## src/rtl/pfsl_pkg.sv

```systemverilog
`default_nettype none
package pfsl_pkg;

  localparam int PHASES    = 4;
  localparam int DATA_W    = 32;
  localparam int FRAC_BITS = 16;
  localparam int THR_W     = 16;
  localparam int SUM_W     = DATA_W + $clog2(PHASES);
  localparam int PROD_W    = DATA_W + FRAC_BITS;
  localparam int LATENCY   = FRAC_BITS + 4;

  typedef enum logic [1:0] {
    SIDE_NONE = 2'd0,
    SIDE_POS  = 2'd1,
    SIDE_NEG  = 2'd2
  } side_t;

  typedef struct packed {
    logic [PHASES-1:0][DATA_W-1:0] mag;
    logic [PHASES-1:0]             neg;
    logic [PHASES-1:0]             hit;
    side_t                         side;
    logic [FRAC_BITS-1:0]          quo;
    logic [SUM_W-1:0]              rem;
    logic [SUM_W-1:0]              den;
  } lane_t;

endpackage
`default_nettype wire

```

## src/rtl/pfsl_div_cell.sv

```systemverilog
`default_nettype none
module pfsl_div_cell
  import pfsl_pkg::*;
(
  input  wire logic  clk,
  input  wire logic  rst,
  input  wire logic  in_valid,
  input  wire lane_t in_lane,
  output logic       out_valid,
  output lane_t      out_lane
);

  logic [SUM_W:0] twice;
  logic           ge;
  lane_t          lane_next;

  always_comb begin
    twice         = {in_lane.rem, 1'b0};
    ge            = twice >= {1'b0, in_lane.den};
    lane_next     = in_lane;
    lane_next.quo = {in_lane.quo[FRAC_BITS-2:0], ge};
    lane_next.rem = ge ? SUM_W'(twice - {1'b0, in_lane.den}) : twice[SUM_W-1:0];
  end

  always_ff @(posedge clk) begin
    if (rst) begin
      out_valid <= 1'b0;
    end else begin
      out_valid <= in_valid;
    end
    out_lane <= lane_next;
  end

endmodule
`default_nettype wire

```

## config.mk

```make
export PLATFORM = sky130hd
export DESIGN_NAME = pfsl_div_cell
export DESIGN_NICKNAME = d
export VERILOG_FILES = /design/src/rtl/pfsl_pkg.sv /design/src/rtl/pfsl_div_cell.sv
export SDC_FILE = /design/constraint.sdc
export NUM_CORES = 1
export LEC_CHECK = 0
export BUFFER_PORTS_ARGS = -buffer_cell sky130_fd_sc_hd__buf_2
export CAP_MARGIN = 20
export CORE_AREA = 2 2 176 178
export CTS_BUF_LIST = sky130_fd_sc_hd__clkbuf_4 sky130_fd_sc_hd__clkbuf_8 sky130_fd_sc_hd__clkbuf_16
export DETAILED_ROUTE_END_ITERATION = 16
export DIE_AREA = 0 0 178 180
export GPL_TIMING_DRIVEN = 1
export MAX_ROUTING_LAYER = met4
export SYNTH_ARGS = -nofsm -noshare
export SYNTH_HDL_FRONTEND = slang
export SYNTH_SLANG_ARGS = --single-unit
export TNS_END_PERCENT = 10
```

## constraint.sdc

```tcl
create_clock -name clk -period 3.4 [get_ports clk]
set_clock_uncertainty 0.2 [all_clocks]
set_input_delay 0.34 -clock clk [delete_from_list [all_inputs] [get_ports clk]]
set_output_delay 0.34 -clock clk [all_outputs]
set_load 0.02 [all_outputs]
```

==> impl_metrics.env <==
export IMPL_status="completed"
export IMPL_setup_tns_ps=0
export IMPL_netlist_area_leader_share=0.642
export IMPL_route_met2_wl_microns=14800
export IMPL_p_total_mw=7.34
export IMPL_hold_path_class="primary input to flop"
export IMPL_ant_nets=0
export IMPL_worst_setup_path_start_kind="primary input"
export IMPL_max_cap_violations=0
export IMPL_synth_most_common_cell="dfxtp_1"
export IMPL_synthCells=555
export IMPL_placedCellCount=1411
export IMPL_drcViolationCount=0
export IMPL_cts_buffers=25
export IMPL_place_area_sq_mm=0.00983
export IMPL_p_per_area_mw_per_mm2=558
export IMPL_drive_gt1_frac=0.450
export IMPL_rsz0062_at_grt="no"
export IMPL_wl_met1_microns=11700
export IMPL_hold_path_endpoint="out_lane[34]"
export IMPL_clock_sink_count=223
export IMPL_synthTopCellsByCount="dfxtp_1, inv_1, ha_1, a21oi_1"
export IMPL_worstHoldStart="in_lane[0]"
export IMPL_yosysUniqueCellTypes=68
export IMPL_dp_hpwl_microns=22500
export IMPL_cts_htree_levels=1
export IMPL_fin_hold_ws_ps=21.5
export IMPL_n_fill_cell=2831
export IMPL_viasPerCell=4.10
export IMPL_first_pass_iters=4
export IMPL_final_util=0.435
export IMPL_end_kind="flop"
export IMPL_place_congestion=0.902
export IMPL_ys_seq_area_frac=0.642
export IMPL_worst_slack_ps=108
export IMPL_setup_viol=0
export IMPL_coreArea_sq_mm=0.0302
export IMPL_grt_pass1_wl_microns=43400
export IMPL_syn_avg_cell_area_sq_um=12.5
export IMPL_synth_area_top_cells="dfxtp_1, ha_1, mux2_2"
export IMPL_routed_via_count=6911
export IMPL_highest_layer="met4"
export IMPL_min_path_cells=4
export IMPL_io_buffer_count=446
export IMPL_drtIter0Drc=182
export IMPL_fin_crit_ps=3290
export IMPL_syn_area_sq_mm=0.00696
export IMPL_grtUsageTotal=0.185
export IMPL_nNetsFinal=1528
export IMPL_final_area_sq_mm=0.0131
export IMPL_yosysWarningCount=0
export IMPL_slew_headroom=0.703
export IMPL_post_drt_wl_per_cell_microns=18.0
export IMPL_antenna_found_initial=6
export IMPL_synth_ff_type="dfxtp_1"
export IMPL_cts_root_to_sink_buffers=3
export IMPL_start_util=0.230
export IMPL_worstPathRequired_ps=3620
export IMPL_fin_cells=1687
export IMPL_die_w_microns=178
export IMPL_placementRows=64
export IMPL_arrival_ps=3510
export IMPL_syn_to_final_growth_pct=88.9
export IMPL_wirelength_microns=30400
export IMPL_hold_violations=0
export IMPL_synth_nets=815
export IMPL_synth_seq_cells=223
export IMPL_cp_max_fo=6
export IMPL_place_worst_setup_slack_ps=-119
export IMPL_synth_top_area_cell="dfxtp_1"
export IMPL_die_h_microns=180
export IMPL_synthArstFlopShare=0
export IMPL_met3_length_microns=2380
export IMPL_clk_pin_slew_ps=70
export IMPL_ctsRootBufferMaster="clkbuf_16"
export IMPL_power_leakage_nw=6.38
export IMPL_grt_pass1_vias=7464
export IMPL_tightest_slew_ps=441
export IMPL_ios=448
export IMPL_crit_type="primary input to flop"
export IMPL_report_final_slew_viol_count=0
export IMPL_grt_start_max_net_pins=16
export IMPL_synth_edf_count=0
export IMPL_grt_overflow=0
export IMPL_die_area_sq_mm=0.0320
export IMPL_cts_tree="built"
export IMPL_timing_final_crit_share=0.968
export IMPL_vdd_drop_max_mv=0.352
export IMPL_fmax_mhz=304
## kinds of logic (layout without fill, tap and decap cells)
family                     Yosys count  after routing  synth area share
adders and majority gates           35             35            0.0640
AOI/OAI and AO/OA                  110            110             0.112
and+or+nand+nor                     76             76            0.0613
DFF                                223            223             0.642
buffers and inverters               54            783            0.0333
muxes                               30             30            0.0532
other                                0              7                 0
xor gates and xnor gates            27             27            0.0340
## layout make-up
type,instances,area [sq um],share of cell area
repair buffers,699,4740,0.360
flip-flops and latches,223,4460,0.340
multi-input cells,278,2360,0.179
clock buffers,29,681,0.0518
well taps,396,495,0.0377
clock inverters,14,234,0.0178
inverters,41,156,0.0119
diodes,7,17.5,0.00133
## flip-flops by register name, summed over array words and instances (netlist names)
| register | count |
|---|---|
| out_lane | 222 |
| out_valid | 1 |
## power breakdown
part / leakage, nW / internal [mW] / switching, mW
Combinational: 4.05 / 0.694 / 0.782
Clock: 0.451 / 1.89 / 1.10
Sequential: 1.88 / 2.82 / 0.0521
## how the worst max path moves through the flow
stage,from,end,slack (ps)
final,in_lane[12],out_lane[45],110
after global routing,in_lane[3],out_lane[64],3
after CTS,in_lane[3],out_lane[60],30
after detailed placement,in_lane[0],out_lane[60],-120
after global placement,in_lane[0],out_lane[60],-140
after floorplan,in_lane[0],out_lane[66],240
## layer usage
layer	vias to the layer above	track usage
met5	-	-
met4	0	0.0921
met3	71	0.0499
met2	284	0.318
met1	3209	0.193
li1	3347	-
## placed cells by master, fill, tap and decap left out, types with 17 or more instances in the layout
master         instances
dlygate4sd3_1        223
dfxtp_1              223
clkbuf_16             26
buf_4                 26
a21o_1                17
ha_1                  30
inv_1                 40
a21oi_1               30
o21ai_0               17
buf_2                446
mux2_2                20
## worst max-delay path: stages
cell and delay (ps):
dlygate4sd3_1 530, buf_2 110, inv_1 50, ha_1 380
and3_4 240, and2_1 180, a221o_1 310, a21oi_2 140
o21ba_2 180, o22a_2 180, buf_4 130, o211ai_1 80
dlygate4sd3_1 580, o31ai_1 90
## what timing repair did
action | in CTS | in global routing
gates resized for setup | 0 | 20
setup endpoints to repair | 0 | 31
hold buffers | 224 | 0
buffers inserted | 0 | 1
hold endpoints to repair | 221 | 0
No activity file was read; power rests on OpenSTA's default activity.
