==> config.mk <==
export PLATFORM = sky130hd
export DESIGN_NAME = pfsl_front
export DESIGN_NICKNAME = d
export VERILOG_FILES = /design/src/rtl/pfsl_pkg.sv /design/src/rtl/pfsl_front.sv
export SDC_FILE = /design/constraint.sdc
export NUM_CORES = 1
export LEC_CHECK = 0
export ABC_AREA = 1
export BUFFER_PORTS_ARGS = -buffer_cell sky130_fd_sc_hd__buf_2
export CAP_MARGIN = 25
export CORE_MARGIN = 2
export CORE_UTILIZATION = 59
export DETAILED_ROUTE_END_ITERATION = 10
export GPL_TIMING_DRIVEN = 0
export MAX_ROUTING_LAYER = met4
export PLACE_DENSITY = 0.81
export SYNTH_ARGS = -nofsm -noshare
export SYNTH_HDL_FRONTEND = slang
export SYNTH_SLANG_ARGS = --single-unit
==> constraint.sdc <==
create_clock -name clk -period 9 [get_ports clk]
set_input_delay 1.8 -clock clk [delete_from_list [all_inputs] [get_ports clk]]
set_output_delay 1.8 -clock clk [all_outputs]
set_load 0.01 [all_outputs]
==> src/rtl/pfsl_pkg.sv <==
`default_nettype none
package pfsl_pkg;

  localparam int PHASES    = 4;
  localparam int DATA_W    = 32;
  localparam int FRAC_BITS = 16;
  localparam int THR_W     = 16;
  localparam int SUM_W     = DATA_W + $clog2(PHASES);
  localparam int PROD_W    = DATA_W + FRAC_BITS;
  localparam int LATENCY   = FRAC_BITS + 4;

  typedef enum logic [1:0] {
    SIDE_NONE = 2'd0,
    SIDE_POS  = 2'd1,
    SIDE_NEG  = 2'd2
  } side_t;

  typedef struct packed {
    logic [PHASES-1:0][DATA_W-1:0] mag;
    logic [PHASES-1:0]             neg;
    logic [PHASES-1:0]             hit;
    side_t                         side;
    logic [FRAC_BITS-1:0]          quo;
    logic [SUM_W-1:0]              rem;
    logic [SUM_W-1:0]              den;
  } lane_t;

endpackage
`default_nettype wire

==> src/rtl/pfsl_front.sv <==
`default_nettype none
module pfsl_front
  import pfsl_pkg::*;
(
  input  wire logic                          clk,
  input  wire logic                          rst,
  input  wire logic                          in_valid,
  input  wire logic [PHASES-1:0][DATA_W-1:0] corr,
  input  wire logic [THR_W-1:0]              threshold,
  output logic                               out_valid,
  output lane_t                              out_lane
);

  logic                          s1_valid;
  logic [PHASES-1:0][DATA_W-1:0] s1_mag;
  logic [PHASES-1:0]             s1_nz;
  logic [SUM_W-1:0]              s1_pos;
  logic [SUM_W-1:0]              s1_neg;

  logic [PHASES-1:0][DATA_W-1:0] mag_next;
  logic [PHASES-1:0]             nz_next;
  logic [SUM_W-1:0]              pos_next;
  logic [SUM_W-1:0]              neg_next;
  lane_t                         lane_next;
  logic [SUM_W-1:0]              thr_ext;

  always_comb begin
    pos_next = '0;
    neg_next = '0;
    for (int i = 0; i < PHASES; i++) begin
      mag_next[i] = corr[i][DATA_W-1] ? (~corr[i] + 1'b1) : corr[i];
      nz_next[i]  = corr[i][DATA_W-1] || (corr[i] == '0);
      if (nz_next[i]) begin
        neg_next = neg_next + SUM_W'(mag_next[i]);
      end else begin
        pos_next = pos_next + SUM_W'(mag_next[i]);
      end
    end
  end

  always_comb begin
    thr_ext        = SUM_W'(threshold);
    lane_next.mag  = s1_mag;
    lane_next.neg  = s1_nz;
    lane_next.quo  = '0;
    lane_next.side = SIDE_NONE;
    lane_next.hit  = '0;
    lane_next.rem  = '0;
    lane_next.den  = SUM_W'(1);
    if (s1_pos > s1_neg && s1_pos > thr_ext) begin
      lane_next.side = SIDE_POS;
      lane_next.hit  = ~s1_nz;
      lane_next.rem  = s1_neg;
      lane_next.den  = s1_pos;
    end else if (s1_neg > s1_pos && s1_neg > thr_ext) begin
      lane_next.side = SIDE_NEG;
      lane_next.hit  = s1_nz;
      lane_next.rem  = s1_pos;
      lane_next.den  = s1_neg;
    end
  end

  always_ff @(posedge clk) begin
    if (rst) begin
      s1_valid  <= 1'b0;
      out_valid <= 1'b0;
    end else begin
      s1_valid  <= in_valid;
      out_valid <= s1_valid;
    end
    s1_mag   <= mag_next;
    s1_nz    <= nz_next;
    s1_pos   <= pos_next;
    s1_neg   <= neg_next;
    out_lane <= lane_next;
  end

endmodule
`default_nettype wire

==> qor.csv <==
metric,value,unit
crit path time final,8.77,ns
largest net degree at the start of global routing,16,
CTS sink count,408,
actual slew at the worst max-slew pin,1.15,ns
sw power,3.89,mW
Tightest Hold Check Type,register to register,
maximum clock rate,0.114,GHz
Post-DP HPWL,88700,um
post-synthesis cell type with the largest combined area,dfxtp_1,
"Seq/Total Area, Yosys",0.299,
switch share,0.444,
share of the synthesized area in the top cell type,0.299,
critical path's slowest cell,fa_1,
Layout Nets,4777,
Final Hold Viols,0,
Via-to-Cell Ratio,5.95,
GPL Wtd Cong,1.08,
I/O pins,370,
Worst Path Required,9.42,ns
synth warn,0,
1st-pass router iterations,6,
Die Area,0.0481,sq mm
initial antenna violation count,6,
Highest Signal Layer,met4,
Slew Limit Fails,0,
share of cells above drive strength 1,0.149,
critical path's largest stage delay,0.42,ns
ys async rst share,0,
dpl ws,-1.76,ns
H-tree levels,2,
synthesized cell area,0.0273,sq mm
depth of the most critical reg-to-reg path,15,
met2 routed WL,47200,um
Area Growth Syn to Fin,17.5,%
Max-cap violations,0,
Worst slew margin,0.234,
Synth area leaders,"dfxtp_1 (30%), nand2_1 (12%), ha_1 (12%)",
Total Wirelength,109000,um
setup TNS,0,ns
clk buf depth,3,
Synth cell types,68,
endpoint type of the worst setup path,register,
Pwr per Cell Area,272,mW/mm^2
number of global-route vias before repair,27900,
cts hold-fix bufs,0,
Clk pwr share,0.210,
Min-Delay Path Depth,0,
DR vias,29800,
Port Buffers,351,
Internal Power,4.86,mW
total gr overflow,0,
Worst-Skew Late Latency,0.60,ns
Pwr Total,8.75,mW
Final Skew,0.0332,ns
core area,0.0456,sq mm
dominant synthesized flop cell,dfxtp_1,
chip width,219,um
All-Layer GR Usage,0.450,
period utilisation layout,0.974,
CTS tree,built,
most frequent CP cell,nand2_1,
"EDFF count, synth",0,
setup slack after layout,0.233,ns
critical path arrival,9.19,ns
routed len/inst,21.8,um
Crit Path Max Fanout,10,
leakage power,16.2,nW
Die Span Y,219,um
status,finished clean,
DR iter-0 viols,3472,
Antenna Nets Post-Route,0,
Seq pwr share,0.278,
DRC viols,0,
clock buffer count from CTS,41,
Root Buffer,clkbuf_16,
Rows,78,
Worst setup SP type,input port,
Finish-stage setup viols,0,
Initial Utilization,0.600,
first-pass GRT wire length,158000,um
Met1 Wirelength,42300,um
Final Core Density,0.705,
wire length on met3,11800,um
cells after synthesis,3930,
Yosys reg bits,408,
Worst IR Drop VDD,0.000305,V
Comb power frac,0.512,
Syn Area/Cell,6.96,sq um
critical path class,input port to register,
clock transition at the registers of the reported paths,0.06,ns
per-stage QoR:
stage	hold slack, ns	area, sq um	std cells
floorplan	0.310	27400	3946
global placement	0.310	29900	4897
detailed placement	0.312	29900	4897
CTS	0.295	31400	4975
global route	0.315	32100	5002
finish	0.293	32100	5005
sequential cells by signal, indices dropped and copies added, names as in the netlist:
signal	count
out_lane	206
lane_next	128
s1_neg	34
s1_pos	34
s1_nz	4
out_valid	1
s1_valid	1
area by class of cell:
cell class                      instances  area (sq um)
Tap cell                              600           751
Antenna cell                            8          20.0
Buffer                                 94           504
Fill cell                            3734         13400
Timing Repair Buffer                  374          1930
Multi-Input combinational cell       2936         17400
Clock buffer                           53          1150
Sequential cell                       408          8170
Clock inverter                         23           307
Inverter                              509          1910
path summary, 6_finish.rpt:
kind                               start               endpoint  slack (ns)
setup / recovery                 corr[0]     s1_pos[28]$_DFF_P_        0.23
hold / removal    lane_next[122]$_DFF_P_  out_lane[122]$_DFF_P_        0.29
setup reg to reg       s1_pos[9]$_DFF_P_   out_lane[65]$_DFF_P_        5.14
hold reg to reg   lane_next[122]$_DFF_P_  out_lane[122]$_DFF_P_        0.29
critical path, delay by kind of cell:
kind | cells | cell delay (ns)
AOI/OAI and AO/OA | 12 | 2.53
buffers and inverters | 5 | 0.64
and+or+nand+nor | 16 | 2.20
xor gates and xnor gates | 2 | 0.51
adders and majority gates | 5 | 1.48
cell usage in the layout, fill, tap and decap left out, drive strengths merged, types with 23 or more instances in the layout:
cell	count
nor2	387
buf	415
nand2	927
inv	511
ha	260
clkbuf	106
nor4	23
nand4	43
a21oi	270
xnor2	106
a21boi	40
nor3	52
dfxtp	408
o22ai	68
nand3	183
o21ai	235
xor2	124
a31oi	33
what timing repair did:
item	in CTS	in global routing
setup endpoints to repair	35	32
buffers inserted	2	21
gates cloned	0	1
resized for setup	23	149
pin swaps	1	21
per-layer routing:
metal / vias up / GRT usage
met2: 1920 / 0.690
li1: 13800 / -
met3: 438 / 0.0894
met5: - / -
met4: 0 / 0.284
met1: 13600 / 0.540
power by group through the flow:
stage	Combinational [mW]	Sequential, mW	Clock, mW
global placement	4.08	2.44	0
detailed placement	4.14	2.46	0
finish	4.48	2.43	1.84
floorplan	2.70	2.53	0
global route	4.84	2.47	1.91
CTS	4.20	2.43	1.84
logic make-up after synthesis:
logic type | after synthesis | synth area share
flip-flops | 408 | 0.299
XOR/XNOR | 230 | 0.0737
AO/OA/AOI/OAI | 752 | 0.161
other | 1 | 0.000137
multiplexers | 4 | 0.00192
buffers and inverters | 603 | 0.0865
AND/OR/NAND/NOR | 1666 | 0.255
adder cells (fa/ha/maj) | 266 | 0.123
synthesized netlist by cell type, types with 10 or more instances:
cell	number
a21oi_1	268
a21o_1	12
clkbuf_1	56
or2_2	17
buf_2	16
nor2_1	381
o21ai_1	15
nor3_1	50
o22ai_1	68
xor2_1	124
nand2_2	18
nand3b_1	15
inv_1	503
a31oi_1	33
nand2_1	908
xnor2_1	106
o21ai_0	210
ha_1	260
and2_1	10
o21bai_1	12
o21a_1	22
nand4_1	42
a21boi_0	27
o31ai_1	10
nor4_1	22
buf_4	18
nand3_1	181
dfxtp_1	408
Note: power is estimated with default switching activity, not from simulation.
